### config.mk
export PLATFORM = sky130hd
export DESIGN_NAME = tcp_rto_estimator
export DESIGN_NICKNAME = d
export VERILOG_FILES = /design/src/rtl/tcp_rto_pkg.sv /design/src/rtl/tcp_rto_estimator.sv
export SDC_FILE = /design/constraint.sdc
export NUM_CORES = 1
export LEC_CHECK = 0
export BUFFER_PORTS_ARGS = -buffer_cell sky130_fd_sc_hd__buf_2
export CAP_MARGIN = 5
export CORE_ASPECT_RATIO = 1.25
export CORE_MARGIN = 3
export CORE_UTILIZATION = 45
export CTS_CLUSTER_SIZE = 30
export DETAILED_ROUTE_END_ITERATION = 10
export PLACE_DENSITY = 0.7
export SLEW_MARGIN = 10
export SYNTH_ARGS = -nofsm -noshare
export SYNTH_HDL_FRONTEND = slang
export SYNTH_SLANG_ARGS = --single-unit
### constraint.sdc
create_clock -name i_clk -period 7.8 [get_ports i_clk]
set_input_delay 0.39 -clock i_clk [delete_from_list [all_inputs] [get_ports i_clk]]
set_output_delay 0.39 -clock i_clk [all_outputs]
set_load 0.1 [all_outputs]
### src/rtl/tcp_rto_pkg.sv
package tcp_rto_pkg;

    localparam int SAMPLE_W  = 32;
    localparam int OUT_W     = 32;
    localparam int GRAN_W    = 20;
    localparam int TMO_W     = 26;
    localparam int CFG_IDX_W = 2;

    localparam logic [CFG_IDX_W-1:0] CFG_GRAN = 2'd0;
    localparam logic [CFG_IDX_W-1:0] CFG_MIN  = 2'd1;
    localparam logic [CFG_IDX_W-1:0] CFG_INIT = 2'd2;

    localparam logic [GRAN_W-1:0] GRAN_RST = 20'd4000;
    localparam logic [TMO_W-1:0]  MIN_RST  = 26'd200000;
    localparam logic [TMO_W-1:0]  INIT_RST = 26'd1000000;

    typedef enum logic [3:0] {
        ST_IDLE,
        ST_DIV,
        ST_RND_SUB,
        ST_RND_ADD,
        ST_SEED,
        ST_DIFF,
        ST_ABS,
        ST_DEV_MUL,
        ST_DEV_ADD,
        ST_SRTT_MUL,
        ST_SRTT_ADD,
        ST_TOI,
        ST_CEIL,
        ST_DONE
    } t_state;

endpackage

### src/rtl/tcp_rto_estimator.sv
// TCP retransmission timeout estimator.
// Input channel: i_valid / o_ready carry one RTT sample word (microseconds).
// Output channel: o_valid / i_ready carry one result word per sample: the
// timeout, the updated smoothed RTT and deviation, and first/saturated flags.
// A zero sample restarts the estimator and returns the initial timeout.
// Configuration: i_cfg_we writes i_cfg_data into register i_cfg_idx
// (0 granularity, 1 minimum timeout, 2 initial timeout); write only when idle.
// One sample at a time. A bit-serial remainder unit (one bit per cycle over
// a DW = max(32, TIME_BITS+4) bit dividend) runs twice per sample, once to
// round the sample and once to round the timeout; one shared adder does the
// remaining steps. The first sample seeds the estimate and skips the update
// steps; a zero sample skips all of them and goes straight to the output.
// A finished word waits in the output register while the next sample is
// already accepted and worked on; the sequencer holds in its last step until
// the receiver has taken the previous word.
// Reset (synchronous, i_rst_n low) clears the estimate, drops o_valid and
// loads the configuration defaults 4000, 200000 and 1000000 us.
module tcp_rto_estimator
    import tcp_rto_pkg::*;
#(
    parameter int TIME_BITS = 32,
    parameter int FRAC_BITS = 4
) (
    input  logic                  i_clk,
    input  logic                  i_rst_n,
    input  logic                  i_cfg_we,
    input  logic [CFG_IDX_W-1:0]  i_cfg_idx,
    input  logic [TMO_W-1:0]      i_cfg_data,
    input  logic                  i_valid,
    output logic                  o_ready,
    input  logic [SAMPLE_W-1:0]   i_rtt_sample_us,
    output logic                  o_valid,
    input  logic                  i_ready,
    output logic [OUT_W-1:0]      o_timeout_us,
    output logic                  o_was_first_sample,
    output logic [OUT_W-1:0]      o_smoothed_rtt_us,
    output logic [OUT_W-1:0]      o_rtt_deviation_us,
    output logic                  o_saturated
);

    localparam int SW  = TIME_BITS + FRAC_BITS;
    localparam int AW0 = (SW + 3 > TIME_BITS + 4) ? SW + 3 : TIME_BITS + 4;
    localparam int AW  = (AW0 > OUT_W + 1) ? AW0 : OUT_W + 1;
    localparam int DW  = (TIME_BITS + 4 > SAMPLE_W) ? TIME_BITS + 4 : SAMPLE_W;
    localparam int CW  = $clog2(DW);

    localparam logic [AW-1:0] TIME_MAX  = (AW'(1) << TIME_BITS) - AW'(1);
    localparam logic [AW-1:0] FRAC_MASK = (AW'(1) << FRAC_BITS) - AW'(1);
    localparam logic [CW-1:0] CNT_TOP   = CW'(DW - 1);

    t_state             r_state, n_state;

    logic [GRAN_W-1:0]  r_gran;
    logic [TMO_W-1:0]   r_min;
    logic [TMO_W-1:0]   r_init;

    logic [SW-1:0]      r_srtt;
    logic [SW-1:0]      r_dev;
    logic               r_have;

    logic [DW-1:0]      r_num;
    logic [GRAN_W-1:0]  r_rem;
    logic [CW-1:0]      r_cnt;
    logic               r_phase;
    logic [AW-1:0]      r_acc;
    logic [SW-1:0]      r_sfx;
    logic [SW-1:0]      r_diff;
    logic               r_first;
    logic               r_restart;

    logic               r_o_valid;
    logic [OUT_W-1:0]   r_o_tmo;
    logic               r_o_first;
    logic [OUT_W-1:0]   r_o_srtt;
    logic [OUT_W-1:0]   r_o_dev;
    logic               r_o_sat;

    logic [GRAN_W-1:0]  g_eff;
    logic [GRAN_W:0]    div_cand;
    logic               div_ge;
    logic [GRAN_W-1:0]  div_rem;

    logic [AW-1:0]      alu_a, alu_b, alu_sum;
    logic               alu_sub;

    logic [AW-1:0]      gfx, dev_x4, spread;
    logic [AW-1:0]      s_clamp, s_shift;
    logic [AW-1:0]      rto_c;
    logic [SW-1:0]      srtt_int, dev_int;
    logic               out_load;
    logic               accept;

    assign g_eff   = (r_gran == '0) ? GRAN_W'(1) : r_gran;
    assign accept  = i_valid && o_ready;
    assign o_ready = (r_state == ST_IDLE);
    assign out_load = (r_state == ST_DONE) && (!r_o_valid || i_ready);

    // remainder unit, one dividend bit per cycle
    assign div_cand = {r_rem, r_num[r_cnt]};
    assign div_ge   = div_cand >= {1'b0, g_eff};
    assign div_rem  = div_ge ? GRAN_W'(div_cand - {1'b0, g_eff}) : div_cand[GRAN_W-1:0];

    assign gfx     = AW'(g_eff) << FRAC_BITS;
    assign dev_x4  = AW'(r_dev) << 2;
    assign spread  = (gfx > dev_x4) ? gfx : dev_x4;
    assign s_clamp = (r_acc > TIME_MAX) ? TIME_MAX : r_acc;
    assign s_shift = s_clamp << FRAC_BITS;
    assign rto_c   = (r_acc < AW'(r_min)) ? AW'(r_min) : r_acc;
    assign srtt_int = r_srtt >> FRAC_BITS;
    assign dev_int  = r_dev >> FRAC_BITS;

    assign alu_sum = alu_a + (alu_sub ? ~alu_b : alu_b) + AW'(alu_sub);

    always_comb begin
        n_state = r_state;
        unique case (r_state)
            ST_IDLE: begin
                if (accept) begin
                    n_state = (i_rtt_sample_us == '0) ? ST_DONE : ST_DIV;
                end
            end
            ST_DIV: begin
                if (r_cnt == '0) begin
                    n_state = ST_RND_SUB;
                end
            end
            ST_RND_SUB:  n_state = ST_RND_ADD;
            ST_RND_ADD:  n_state = r_phase ? ST_DONE : ST_SEED;
            ST_SEED:     n_state = r_have ? ST_DIFF : ST_TOI;
            ST_DIFF:     n_state = ST_ABS;
            ST_ABS:      n_state = ST_DEV_MUL;
            ST_DEV_MUL:  n_state = ST_DEV_ADD;
            ST_DEV_ADD:  n_state = ST_SRTT_MUL;
            ST_SRTT_MUL: n_state = ST_SRTT_ADD;
            ST_SRTT_ADD: n_state = ST_TOI;
            ST_TOI:      n_state = ST_CEIL;
            ST_CEIL:     n_state = ST_DIV;
            ST_DONE: begin
                if (out_load) begin
                    n_state = ST_IDLE;
                end
            end
            default:     n_state = ST_IDLE;
        endcase
    end

    always_comb begin
        alu_a   = '0;
        alu_b   = '0;
        alu_sub = 1'b0;
        unique case (r_state)
            ST_RND_SUB: begin
                alu_a   = AW'(r_num);
                alu_b   = AW'(r_rem);
                alu_sub = 1'b1;
            end
            ST_RND_ADD: begin
                alu_a = r_acc;
                alu_b = (r_rem != '0) ? AW'(g_eff) : '0;
            end
            ST_DIFF: begin
                alu_a   = AW'(r_srtt);
                alu_b   = AW'(r_sfx);
                alu_sub = 1'b1;
            end
            ST_ABS: begin
                alu_a   = r_acc[AW-1] ? '0 : r_acc;
                alu_b   = r_acc[AW-1] ? r_acc : '0;
                alu_sub = r_acc[AW-1];
            end
            ST_DEV_MUL: begin
                alu_a = AW'(r_dev) << 1;
                alu_b = AW'(r_dev);
            end
            ST_DEV_ADD: begin
                alu_a = r_acc;
                alu_b = AW'(r_diff);
            end
            ST_SRTT_MUL: begin
                alu_a   = AW'(r_srtt) << 3;
                alu_b   = AW'(r_srtt);
                alu_sub = 1'b1;
            end
            ST_SRTT_ADD: begin
                alu_a = r_acc;
                alu_b = AW'(r_sfx);
            end
            ST_TOI: begin
                alu_a = AW'(r_srtt);
                alu_b = spread;
            end
            ST_CEIL: begin
                alu_a = r_acc >> FRAC_BITS;
                alu_b = AW'((r_acc & FRAC_MASK) != '0);
            end
            default: begin
                alu_a   = '0;
                alu_b   = '0;
                alu_sub = 1'b0;
            end
        endcase
    end

    always_ff @(posedge i_clk) begin
        if (!i_rst_n) begin
            r_state <= ST_IDLE;
            r_gran  <= GRAN_RST;
            r_min   <= MIN_RST;
            r_init  <= INIT_RST;
            r_srtt  <= '0;
            r_dev   <= '0;
            r_have  <= 1'b0;
            r_o_valid <= 1'b0;
        end else begin
            r_state <= n_state;
            if (i_cfg_we) begin
                unique case (i_cfg_idx)
                    CFG_GRAN: r_gran <= i_cfg_data[GRAN_W-1:0];
                    CFG_MIN:  r_min  <= i_cfg_data;
                    CFG_INIT: r_init <= i_cfg_data;
                    default:  ;
                endcase
            end
            if (accept && i_rtt_sample_us == '0) begin
                r_srtt <= '0;
                r_dev  <= '0;
                r_have <= 1'b0;
            end
            if (r_state == ST_SEED && !r_have) begin
                r_srtt <= SW'(s_shift);
                r_dev  <= SW'(s_shift >> 1);
                r_have <= 1'b1;
            end
            if (r_state == ST_DEV_ADD) begin
                r_dev <= SW'(alu_sum >> 2);
            end
            if (r_state == ST_SRTT_ADD) begin
                r_srtt <= SW'(alu_sum >> 3);
            end
            if (out_load) begin
                r_o_valid <= 1'b1;
            end else if (i_ready) begin
                r_o_valid <= 1'b0;
            end
        end
    end

    // datapath, no reset needed
    always_ff @(posedge i_clk) begin
        unique case (r_state)
            ST_IDLE: begin
                r_num     <= DW'(i_rtt_sample_us);
                r_rem     <= '0;
                r_cnt     <= CNT_TOP;
                r_phase   <= 1'b0;
                r_first   <= 1'b0;
                r_restart <= (i_rtt_sample_us == '0);
            end
            ST_DIV: begin
                r_rem <= div_rem;
                r_cnt <= r_cnt - CW'(1);
            end
            ST_SEED: begin
                r_sfx   <= SW'(s_shift);
                r_first <= !r_have;
            end
            ST_DEV_MUL: begin
                r_diff <= SW'(r_acc);
                r_acc  <= alu_sum;
            end
            ST_CEIL: begin
                r_num   <= DW'(alu_sum);
                r_rem   <= '0;
                r_cnt   <= CNT_TOP;
                r_phase <= 1'b1;
            end
            ST_DONE: begin
                r_acc <= r_acc;
            end
            default: begin
                r_acc <= alu_sum;
            end
        endcase
        if (out_load) begin
            if (r_restart) begin
                r_o_tmo   <= OUT_W'(r_init);
                r_o_first <= 1'b0;
                r_o_srtt  <= '0;
                r_o_dev   <= '0;
                r_o_sat   <= 1'b0;
            end else begin
                r_o_tmo   <= (rto_c[AW-1:OUT_W] != '0) ? '1 : rto_c[OUT_W-1:0];
                r_o_first <= r_first;
                r_o_srtt  <= OUT_W'(srtt_int);
                r_o_dev   <= OUT_W'(dev_int);
                r_o_sat   <= (rto_c[AW-1:OUT_W] != '0);
            end
        end
    end

    assign o_valid            = r_o_valid;
    assign o_timeout_us       = r_o_tmo;
    assign o_was_first_sample = r_o_first;
    assign o_smoothed_rtt_us  = r_o_srtt;
    assign o_rtt_deviation_us = r_o_dev;
    assign o_saturated        = r_o_sat;

    a_sat_max: assert property (@(posedge i_clk) disable iff (!i_rst_n)
        o_valid && o_saturated |-> o_timeout_us == '1)
        else $error("saturated word without clipped timeout");

    a_rem_range: assert property (@(posedge i_clk) disable iff (!i_rst_n)
        r_state == ST_DIV |-> r_rem < g_eff)
        else $error("remainder not below granularity");

    a_accept_busy: assert property (@(posedge i_clk) disable iff (!i_rst_n)
        i_valid && o_ready |=> r_state != ST_IDLE)
        else $error("sample accepted without starting work");

endmodule
## Word-level counts from Yosys, hierarchy flattened

Index checks and enable logic that the tools add are counted.

- Add/sub/neg operators: 4
- Magnitude comparators: 5
- Equality and inequality tests: 18
- Multiplexer cells: 37
- Bitwise operators: 1
- Reductions and logical operators: 32

Operator list:

| kind | number |
|---|---|
| 39-bit one-hot mux with 9 select lines | 1 |
| 39-bit one-hot mux with 7 select lines | 1 |
| 36-bit two-way mux | 5 |
| 39-bit two-way mux | 3 |
| 38-bit two-way mux | 2 |
| 36-bit one-hot mux with 2 select lines | 1 |
| 20-bit two-way mux | 3 |
| 4-bit one-hot mux with 14 select lines | 1 |
| 20-bit one-hot mux with 2 select lines | 1 |
| 39-bit by 1-bit adder with 39-bit output | 1 |
| 39-bit adder | 1 |
| 39-bit by 32-bit greater-than comparator with 1-bit output (second input constant) | 1 |
| 39-bit by 26-bit less-than comparator with 1-bit output | 1 |
| 39-bit inverter | 1 |
| 39-bit nonzero test | 1 |
| 24-bit by 38-bit greater-than comparator with 1-bit output | 1 |
| 33-bit two-way mux | 1 |
| 32-bit zero test | 1 |
| 32-bit two-way mux | 1 |
| 26-bit two-way mux | 1 |
| 4-bit == test (second input constant) | 6 |
| 4-bit two-way mux | 6 |
| 21-bit by 20-bit greater-or-equal comparator with 1-bit output | 1 |
| 20-bit zero test | 1 |
| 29 further kinds | 54 |

- Bits in registers: 420
- Bits of input ports: 65
- Output and inout port bits: 100
- Logic and storage cells: 120

## Depth between registers and ports, before layout

Gate-level depths: netlist of run 1.

- Depth in word-level cells: 10
- Mapped depth: 27
- Mapped depth without buffers: 25

## Worst setup path before layout of run 1

No wires, ideal clock.

- Path kind: register -> register
- Start point: reg r_state[2]
- End point: reg r_o_dev[0] (netlist: o_rtt_deviation_us[0]) (enable)
- Setup time: 0.566 ns
- Arrival time: 5.587 ns
- Data required time: 7.234 ns
- Path slack: 1.648 ns
- Cell stages (with the launch flop): 6
- Path buffers: 3
- Clock period less this slack: 6.152 ns
- Cell sequence: dfxtp_1 > buf_2 > clkbuf_1 > buf_1 > nand4b_1 > nor2b_1

- Word-level cells in the longest chain between the ends: 2

RTL lines:

| element | RTL line | RTL |
|---|---|---|
| start, declared | tcp_rto_estimator.sv:51 | `t_state r_state, n_state;` |
| start signal, assigned | tcp_rto_estimator.sv:215 | `r_state <= n_state;` |
| 4-bit == test | tcp_rto_estimator.sv:96 | `assign out_load = (r_state == ST_DONE) && (!r_o_valid \|\| i_ready);` |
| 1-bit logical AND | tcp_rto_estimator.sv:96 |  |
| via out_load | tcp_rto_estimator.sv:90 | `logic out_load;` |
| end signal, assigned | tcp_rto_estimator.sv:295 | `r_o_dev <= OUT_W'(dev_int);` |
| end, declared | tcp_rto_estimator.sv:75 | `logic [OUT_W-1:0] r_o_dev;` |

The timed path passes the listed nets, and every way through them passes these cells.
A chain may end at the register's enable or synchronous reset.

## Worst setup path in the final report of run 1

- Start point: reg r_gran[3]
- End point: reg r_acc[36] (data pin)

- Word-level cells in the longest chain between the ends: 9
- Elaborated cells between the ends (all ways): 10
- Classes of those cells: 2 x add/sub; 1 x order compare; 5 x mux; 1 x bitwise; 1 x reduce/logical

RTL lines:

| element | RTL line | RTL |
|---|---|---|
| start, declared | tcp_rto_estimator.sv:53 | `logic [GRAN_W-1:0] r_gran;` |
| start signal, assigned | tcp_rto_estimator.sv:218 | `CFG_GRAN: r_gran <= i_cfg_data[GRAN_W-1:0];` |
| 20-bit zero test | tcp_rto_estimator.sv:93 | `assign g_eff = (r_gran == '0) ? GRAN_W'(1) : r_gran;` |
| 20-bit two-way mux (*) | tcp_rto_estimator.sv:93 |  |
| 24-bit by 38-bit greater-than comparator with 1-bit output | tcp_rto_estimator.sv:105 | `assign spread = (gfx > dev_x4) ? gfx : dev_x4;` |
| 38-bit two-way mux | tcp_rto_estimator.sv:105 |  |
| 39-bit one-hot mux with 9 select lines (*) | tcp_rto_estimator.sv:151 | `unique case (r_state)` |
| 39-bit inverter | tcp_rto_estimator.sv:112 | `assign alu_sum = alu_a + (alu_sub ? ~alu_b : alu_b) + AW'(alu_sub);` |
| 39-bit two-way mux (*) | tcp_rto_estimator.sv:112 |  |
| 39-bit adder (*) | tcp_rto_estimator.sv:112 |  |
| 39-bit by 1-bit adder with 39-bit output (*) | tcp_rto_estimator.sv:112 |  |
| via alu_sum[36] | tcp_rto_estimator.sv:83 | `logic [AW-1:0] alu_a, alu_b, alu_sum;` |
| end signal, assigned | tcp_rto_estimator.sv:269 | `r_acc <= alu_sum;` |
| end signal, assigned | tcp_rto_estimator.sv:278 | `r_acc <= r_acc;` |
| end signal, assigned | tcp_rto_estimator.sv:281 | `r_acc <= alu_sum;` |
| end, declared | tcp_rto_estimator.sv:65 | `logic [AW-1:0] r_acc;` |

Mark *: on every way through the listed nets, which the timed path passes. The rest lies on a longest branch.

==> results of run 1 <==
[power breakdown]
group | switching (mW) | total [mW] | internal (mW)
Combinational | 1.29 | 2.01 | 0.714
Clock | 0.923 | 2.15 | 1.23
Sequential | 0.299 | 2.95 | 2.65
[worst paths after layout]
check                           from                      end  cells after the start
max           r_gran[3]$_SDFFE_PN0P_      r_acc[36]$_DFFE_PN_                     27
min                   i_cfg_data[25]  r_init[25]$_SDFFE_PN0P_                      3
max reg2reg   r_gran[3]$_SDFFE_PN0P_      r_acc[36]$_DFFE_PN_                     27
min reg2reg  r_init[13]$_SDFFE_PN0P_  r_init[13]$_SDFFE_PN0P_                      2
[registers in the layout, summed over array words and instances (netlist names), 4 cells and up]
| name | cells |
|---|---|
| r_num | 36 |
| r_state | 4 |
| r_sfx | 32 |
| r_rem | 20 |
| r_init | 26 |
| r_diff | 36 |
| r_min | 26 |
| r_acc | 39 |
| r_cnt | 6 |
| r_gran | 20 |
| r_dev | 36 |
| r_srtt | 36 |
| o_rtt_deviation_us | 32 |
| o_smoothed_rtt_us | 32 |
| o_timeout_us | 32 |
[layout make-up]
type	count	area, um^2	area share, %
Tap cell	665	832	3.09
Timing Repair Buffer	224	1270	4.72
Sequential cell	420	11100	41.2
Multi-Input combinational cell	1838	11800	43.7
Clock buffer	58	1200	4.47
Clock inverter	23	240	0.892
Inverter	133	502	1.86
[critical path: cells and delay by family, from the launching register on]
| family | cells | cell delay (ps) |
|---|---|---|
| compound gates | 13 | 3700 |
| simple gates | 7 | 1010 |
| buf+inv | 4 | 820 |
| fa+ha+maj | 2 | 540 |
| flops | 1 | 410 |
| xor+xnor | 1 | 170 |
[cell usage after synthesis (57+ instances only)]
library cell,instances,share of area (%)
sky130_fd_sc_hd__dfxtp_1,150,13
sky130_fd_sc_hd__nand2_1,402,6.3
sky130_fd_sc_hd__nand3_1,104,2.2
sky130_fd_sc_hd__clkbuf_1,150,2.4
sky130_fd_sc_hd__a22oi_1,68,2.1
sky130_fd_sc_hd__a21o_1,57,1.8
sky130_fd_sc_hd__ha_1,104,5.4
sky130_fd_sc_hd__nor2_1,175,2.7
sky130_fd_sc_hd__a21oi_1,191,4.0
sky130_fd_sc_hd__edfxtp_1,270,34
sky130_fd_sc_hd__inv_1,128,2.0
sky130_fd_sc_hd__xnor2_1,60,2.2
sky130_fd_sc_hd__nor2b_1,91,2.4
sky130_fd_sc_hd__o21ai_0,65,1.4
[placed cells by master (no fill, tap or decap), types with 9 or more instances in the layout]
| cell | count |
|---|---|
| sky130_fd_sc_hd__nand4_1 | 23 |
| sky130_fd_sc_hd__a211oi_1 | 56 |
| sky130_fd_sc_hd__or2_2 | 31 |
| sky130_fd_sc_hd__clkbuf_16 | 45 |
| sky130_fd_sc_hd__mux4_2 | 11 |
| sky130_fd_sc_hd__ha_1 | 104 |
| sky130_fd_sc_hd__a221oi_1 | 40 |
| sky130_fd_sc_hd__xor2_1 | 25 |
| sky130_fd_sc_hd__a21oi_1 | 190 |
| sky130_fd_sc_hd__dfxtp_1 | 150 |
| sky130_fd_sc_hd__inv_1 | 127 |
| sky130_fd_sc_hd__a21o_1 | 57 |
| sky130_fd_sc_hd__o31ai_1 | 12 |
| sky130_fd_sc_hd__clkbuf_1 | 10 |
| sky130_fd_sc_hd__nand2_1 | 402 |
| sky130_fd_sc_hd__o211ai_1 | 16 |
| sky130_fd_sc_hd__a221o_1 | 34 |
| sky130_fd_sc_hd__a22oi_1 | 68 |
| sky130_fd_sc_hd__and2_1 | 19 |
| sky130_fd_sc_hd__a31oi_1 | 11 |
| sky130_fd_sc_hd__nor3_1 | 12 |
| sky130_fd_sc_hd__buf_4 | 60 |
| sky130_fd_sc_hd__edfxtp_1 | 270 |
| sky130_fd_sc_hd__buf_2 | 164 |
| sky130_fd_sc_hd__a311oi_1 | 31 |
| sky130_fd_sc_hd__nor2_1 | 170 |
| sky130_fd_sc_hd__xnor2_1 | 60 |
| sky130_fd_sc_hd__nor2b_1 | 90 |
| sky130_fd_sc_hd__clkinv_1 | 9 |
| sky130_fd_sc_hd__o21a_1 | 12 |
| sky130_fd_sc_hd__o21ai_0 | 65 |
| sky130_fd_sc_hd__mux2i_1 | 40 |
| sky130_fd_sc_hd__nor4_1 | 24 |
| sky130_fd_sc_hd__o21bai_1 | 12 |
| sky130_fd_sc_hd__and3_1 | 13 |
| sky130_fd_sc_hd__nand2b_1 | 15 |
| sky130_fd_sc_hd__nand3_1 | 103 |
[per-layer routing]
metal  GRT usage (%)  part of all wire, %
met1            38.0                   37
met5               0                    0
met4            19.1                  7.4
met2            51.9                   48
met3            4.39                  7.6
[logic make-up (layout without fill, tap and decap cells)]
| kind of cell | Yosys count | after routing | share of synthesized area, % |
|---|---|---|---|
| XOR/XNOR | 85 | 85 | 3.12 |
| multiplexers | 53 | 53 | 2.82 |
| buffers and inverters | 304 | 438 | 4.81 |
| AND/OR/NAND/NOR | 943 | 943 | 18.3 |
| AO/OA/AOI/OAI | 651 | 651 | 18.8 |
| flip-flops | 420 | 420 | 46.5 |
| adder cells (fa/ha/maj) | 106 | 106 | 5.61 |
==> results list, run 1 <==
- Power per unit of standard cell area: between 200 and 300 nW/um^2
- FMAX: roughly 140 MHz
* Seq cells post-synth: 420
- Number of violations of the max-capacitance limit: 0
* Cts repair resizes: 0
- In this run the worst path has a maximum fanout of 22.
- The final critical path takes up between 80% and 90% of the cycle.
- Data arrives at the worst endpoint at 7240 ps.
- Area of the die: about 56000 um^2
* Slew margin rel.: 20.8%
- Prior to clock tree synthesis, the placed netlist has a worst setup slack of about 1000 ps.
- At the pin with the least slew margin, the transition time is 1170 ps.
- Number of placement rows: 93
* Post-route cell area: ~27000 um^2
- Once the clock tree was built, the setup fixing pass inserted 0 buffers.
* Result of the run: finished clean
* Leftover overflow at the end of global routing: 0
- Final period demand of the worst path: between 6000 and 7000 ps
- Placeable core region: 52000 um^2
- The worst setup path is launched from a register.
* Worst Setup End Kind: register
* Worst-skew pair later-pin latency: 590 ps
- Setup repair after global routing left no endpoint under its margin.
- Per-cell routed wire length: 26.4 um
* Aggregate routed wire length: ~89000 um
- After clock tree synthesis, the clock-pin slew on the worst setup and hold paths is around 60 ps.
- Measured along the x axis, the die boundary spans between 200 and 250 um.
- Type of the worst setup path: register to register
- Final-layout worst hold slack: ~64 ps
* Final RePlAce weighted congestion: a little under 1
- Maximum ir drop on the vdd rail: 0.000164 V
- Number of design-rule violations left by the first detailed-router iteration: between 2000 and 3000
* Wire length of the first global-routing pass: around 130000 um
- Counting every instance in the synthesized netlist gives approximately 2600.
- Via total after detailed routing: roughly 21000
- All-layer global routing usage: a little under a third
- Number of warning messages in the yosys log: 0
* Design Power: 7.11 mW
- Sum Neg Setup Slack: 0 ps
- Counting flops with a built-in enable in the synthesized netlist gives 270.
- In this run the number of H-tree levels came out at 2.
- Across the routed clock network, the largest skew measured is around 22 ps.
* Fill cell count: 4725
- The total count of hold-check failures in the final report is 0.
- The worst hold path belongs to the class input port to register.
- For this design, the CTS-stage hold fixing added 0 buffers.
- During I/O placement, the number of pins put on the boundary was about 170.
* Final setup vio count: 0
* Synthesized Nets: around 2700
* Vias/cell: between 6 and 7
- No sink is reached through more buffers than the 3 on the longest clock path.
- On the worst path, the slowest cell contributes a delay of 500 ps.
* Number of pins with negative max-slew slack in the final report: 0
* Dominant register cell in the synthesized netlist: sky130_fd_sc_hd__edfxtp_1
- Number of iterations in the first detailed-routing pass: 8
* Number of instances in the placed design: approximately 3300
- For this run, asynchronously set or reset flops after synthesis account for 0%.
- LEAKAGE: 10.7 nW
- The mapped netlist covers 23900 um^2.
- Pin count of the biggest net entering global routing: 76
- The via count of the first global-routing pass came to between 20000 and 25000.
- The repair_antennas step left the layout with diodes totalling 0.
- Number of buffers created by CTS: 44
- Overall die height: 264 um
- Synthesis-to-finish area growth: 12.7%
- At the end of the flow, the number of nets in the layout was roughly 2800.
- Effective utilization at floorplan: 45.9%
- Clk Tree Root Cell: sky130_fd_sc_hd__clkbuf_16
- Buffers placed on the I/O ports in this run total 164.
- Leaving out filler cells and counting taps, the final layout contains between 3000 and 4000.
* Setup slack on the worst flop-to-flop path: ~870 ps
- TritonCTS built the clock tree.
* Drc violations: 0
- Cell Area, Placed: 25500 um^2
- Post-synthesis cell type count: 76
* Number of routed nets with antenna violations: 0
- Cells fill slightly above 50% of the core in the end.
* Antenna violations before repair: 2
- Most used cell, CP: sky130_fd_sc_hd__a21oi_1
- The slowest stage of the critical path is the sky130_fd_sc_hd__a311oi_4 cell.
* CP Data Required Time: approximately 8100 ps
- Average cell area after synthesis: around 9.3 um^2
- Clock Sinks: 420
- The worst path meets setup with 875 ps of slack.
* Sequential area share after synthesis: between 40 and 50%
* Total half-perimeter wirelength after legalization and detailed placement: around 65000 um
- In the final layout, the share of cells above drive strength 1 is roughly 14%.
(Power assumes the default switching activity.)
==> inputs of run 2 (changes only) <==
- CORE_MARGIN: 3 -> 1.5
- SLEW_MARGIN: 10 -> 20
==> results list, run 2 (synthesis gave the netlist of run 1 again) <==
* Design Power: 7.15 mW (was 7.11 mW)
- The worst setup slack after layout came to 671 ps (was 875 ps).
- The required time reported for the critical path endpoint was 8110 ps (was 8120 ps).
- The arrival time reported for the critical path endpoint is 7440 ps (was 7240 ps).
* Flip-flop count of the largest register, all copies and words added: 39 (unchanged)
- The initial core utilization came to 45.4% (was 45.9%).
- The number of buffer and inverter stages on the critical path came to 3 (was 4).
- The total instance count after detailed placement was 3280 (unchanged).
* Pin count of the biggest net entering global routing: 72 (was 76)
- The remaining design rule violation count came to 0 (unchanged).
- Peak fanout along the critical path: 10 (was 22)
- The max-capacitance violation count was 0 (unchanged).
* Largest Register: r_acc (unchanged)
- The clock insertion delay at the later pin of the skew report was 590 ps (about the same).
- Leading cell types in the layout, fill and taps excluded: sky130_fd_sc_hd__nand2_1, sky130_fd_sc_hd__edfxtp_1, sky130_fd_sc_hd__a21oi_1 (unchanged)
- Power per unit of standard cell area: 266 nW/um^2 (was 264 nW/um^2)
* Antenna violations before repair: 2 (unchanged)
- The total global routing overflow was 0 (unchanged).
* All-layer global routing usage: 32.2% (was 31.2%)
* Final period demand of the worst path: 7130 ps (was 6930 ps)
- The ratio of cells with drive above 1 in the final layout came to 13.7% (about the same).
- The worst relative slew slack is 17.5% (was 20.8%).
- The row count was 94 (was 93).
- Maximum ir drop on the vdd rail: 0.000168 V (was 0.000164 V)
- The boundary pin count is 165 (unchanged).
* Final setup vio count: 0 (unchanged)
* Fill cell count: 4794 (was 4725)
- Worst Setup End Kind: register (unchanged)
- The number of buffers inserted by post-CTS setup repair came to 0 (unchanged).
* Area of the die: 54500 um^2 (was 55900 um^2)
- TritonCTS clock tree: built (unchanged)
- Slew at the pin with the worst max-slew slack: 1220 ps (was 1170 ps)
- Aggregate routed wire length: 88900 um (was 88700 um)
* Number of routed nets with antenna violations: 0 (unchanged)
* Total of hold buffers inserted after clock tree synthesis: 0 (unchanged)
* Cts repair resizes: 0 (unchanged)
- The layout overhead on the synthesized area came to 12.5% (was 12.7%).
- The number of antenna repair diodes is 0 (unchanged).
* Hold Path Class: input port to register (unchanged)
* Clock Sinks: 420 (unchanged)
- Placeable core region: 52600 um^2 (was 52000 um^2)
* Clock edge transition at the registers on the reported setup and hold paths: 70 ps (was 60 ps)
- The post-layout net count came to 2825 (was 2832).
* LEAKAGE: 10.6 nW (was 10.7 nW)
* Delay of the slowest critical-path stage: 600 ps (was 500 ps)
- Per-cell routed wire length: 26.4 um (about the same)
- The max-slew violation count came to 0 (unchanged).
- Commonest non-fill, non-tap cell in the layout: sky130_fd_sc_hd__nand2_1 (unchanged)
* Vias/cell: 6.33 (was 6.29)
* DP Worst Slack: 959 ps (was 1020 ps)
- Clock skew: 27.3 ps (was 22.0 ps)
- The number of levels in the clock H-tree is 2 (unchanged).
* FMAX: 140 MHz (was 144 MHz)
- The global-route wire length before repair is 132000 um (was 131000 um).
- The slowest cell on the critical path is sky130_fd_sc_hd__a311oi_4 (unchanged).
* Final RePlAce weighted congestion: 0.990 (was 0.986)
- CP top delay family: compound AO/OA/AOI/OAI gates (unchanged)
- The clock tree buffer depth came to 3 (unchanged).
- Total half-perimeter wirelength after legalization and detailed placement: 64100 um (was 65000 um)
- The detailed router's first-iteration violation count came to 2296 (was 2622).
- The height of the chip came to 261 um (was 264 um).
- Unrepaired setup endpoints after global routing: false (unchanged)
- The total negative slack came to 0 ps (unchanged).
- The number of standard cells in the final layout excluding fillers came to 3360 (was 3361).
* Part of the cycle the worst path needs: 91.4% (was 88.8%)
- Final-layout worst hold slack: 54.4 ps (was 63.7 ps)
- Element type at the critical path start: register (unchanged)
- Type of the worst setup path: register to register (unchanged)
* Most used cell, CP: sky130_fd_sc_hd__a21oi_1 (unchanged)
- DIE WIDTH: 209 um (was 212 um)
- The number of detailed-route iterations in the first pass is 6 (was 8).
- The library cell used as clock root buffer is sky130_fd_sc_hd__clkbuf_16 (unchanged).
- The total count of hold-check failures in the final report came to 0 (unchanged).
* Via total after detailed routing: 21300 (was 21100)
- Result of the run: finished clean (unchanged)
- The CTS buffer count is 44 (unchanged).
- The via count of the first global-routing pass came to 20900 (about the same).
- Input/output buffers: 164 (unchanged)
==> run 2: changes by cell type in the layout (fill, tap and decap cells not counted), sizes merged <==
cell      change
buf           -7
bufinv        +1
clkbuf        -5
clkinvlp      +3
==> run 2: worst reg2reg max path, stage by stage, from the launching register on <==
cell and delay, ps:
sky130_fd_sc_hd__dfxtp_1 360, sky130_fd_sc_hd__nor4_1 550, sky130_fd_sc_hd__nand4_1 160, sky130_fd_sc_hd__o41ai_1 290
sky130_fd_sc_hd__buf_4 230, sky130_fd_sc_hd__ha_1 130, sky130_fd_sc_hd__nand2_1 60, sky130_fd_sc_hd__nand2b_1 80
sky130_fd_sc_hd__a21oi_1 60, sky130_fd_sc_hd__o21ai_0 150, sky130_fd_sc_hd__a21oi_1 140, sky130_fd_sc_hd__a311oi_4 600
sky130_fd_sc_hd__nor2b_1 230, sky130_fd_sc_hd__a221oi_1 370, sky130_fd_sc_hd__xnor2_1 110, sky130_fd_sc_hd__ha_1 390
sky130_fd_sc_hd__and3_1 230, sky130_fd_sc_hd__a221oi_1 100, sky130_fd_sc_hd__buf_4 170, sky130_fd_sc_hd__o221ai_1 200
sky130_fd_sc_hd__a21oi_1 160, sky130_fd_sc_hd__o31ai_1 590, sky130_fd_sc_hd__a21oi_1 260, sky130_fd_sc_hd__o31a_1 370
sky130_fd_sc_hd__a21oi_1 300, sky130_fd_sc_hd__nor4b_1 100, sky130_fd_sc_hd__a211oi_1 380, sky130_fd_sc_hd__inv_1 80
==> run 2: per-stage QoR <==
stage	cell area [um^2]	utilization, %
after detailed placement	25400	48.4
final	26900	51.1
after floorplan	23900	-
after global routing	26900	51.1
after global placement	25400	48.4
after CTS	26900	51.1
==> run 2: worst paths after layout <==
check | start | endpoint | slack (ps) | cells after the start
max | r_gran[11]$_SDFFE_PN1P_ | r_acc[36]$_DFFE_PN_ | 670 | 27
min | i_cfg_data[16] | r_init[16]$_SDFFE_PN1P_ | 50 | 3
max reg2reg | r_gran[11]$_SDFFE_PN1P_ | r_acc[36]$_DFFE_PN_ | 670 | 27
min reg2reg | r_init[3]$_SDFFE_PN0P_ | r_init[3]$_SDFFE_PN0P_ | 450 | 2
==> run 2: routing by layer <==
metal / part of all wire, % / vias to the layer above / global-route usage, %
met5: 0 / - / 0
met4: 7.4 / 0 / 21.3
met3: 7.9 / 307 / 5.96
met2: 48 / 1207 / 54.2
met1: 37 / 10200 / 37.8
li1: - / 9504 / -
==> run 2: report_power, final <==
group	switching, mW	internal [mW]	leakage (nW)
combinational	1.30	0.710	6.21
sequential	0.309	2.65	3.71
clock	0.952	1.23	0.702
total	2.56	4.59	10.6
==> run 2: final cells by class <==
class                           instances  area [um^2]  area share (%)
Multi-Input combinational cell       1838        11800            43.7
Sequential cell                       420        11100            41.3
Timing Repair Buffer                  217         1220            4.53
Clock buffer                           53         1150            4.29
Tap cell                              672          841            3.13
Inverter                              133          502            1.87
Clock inverter                         27          303            1.13
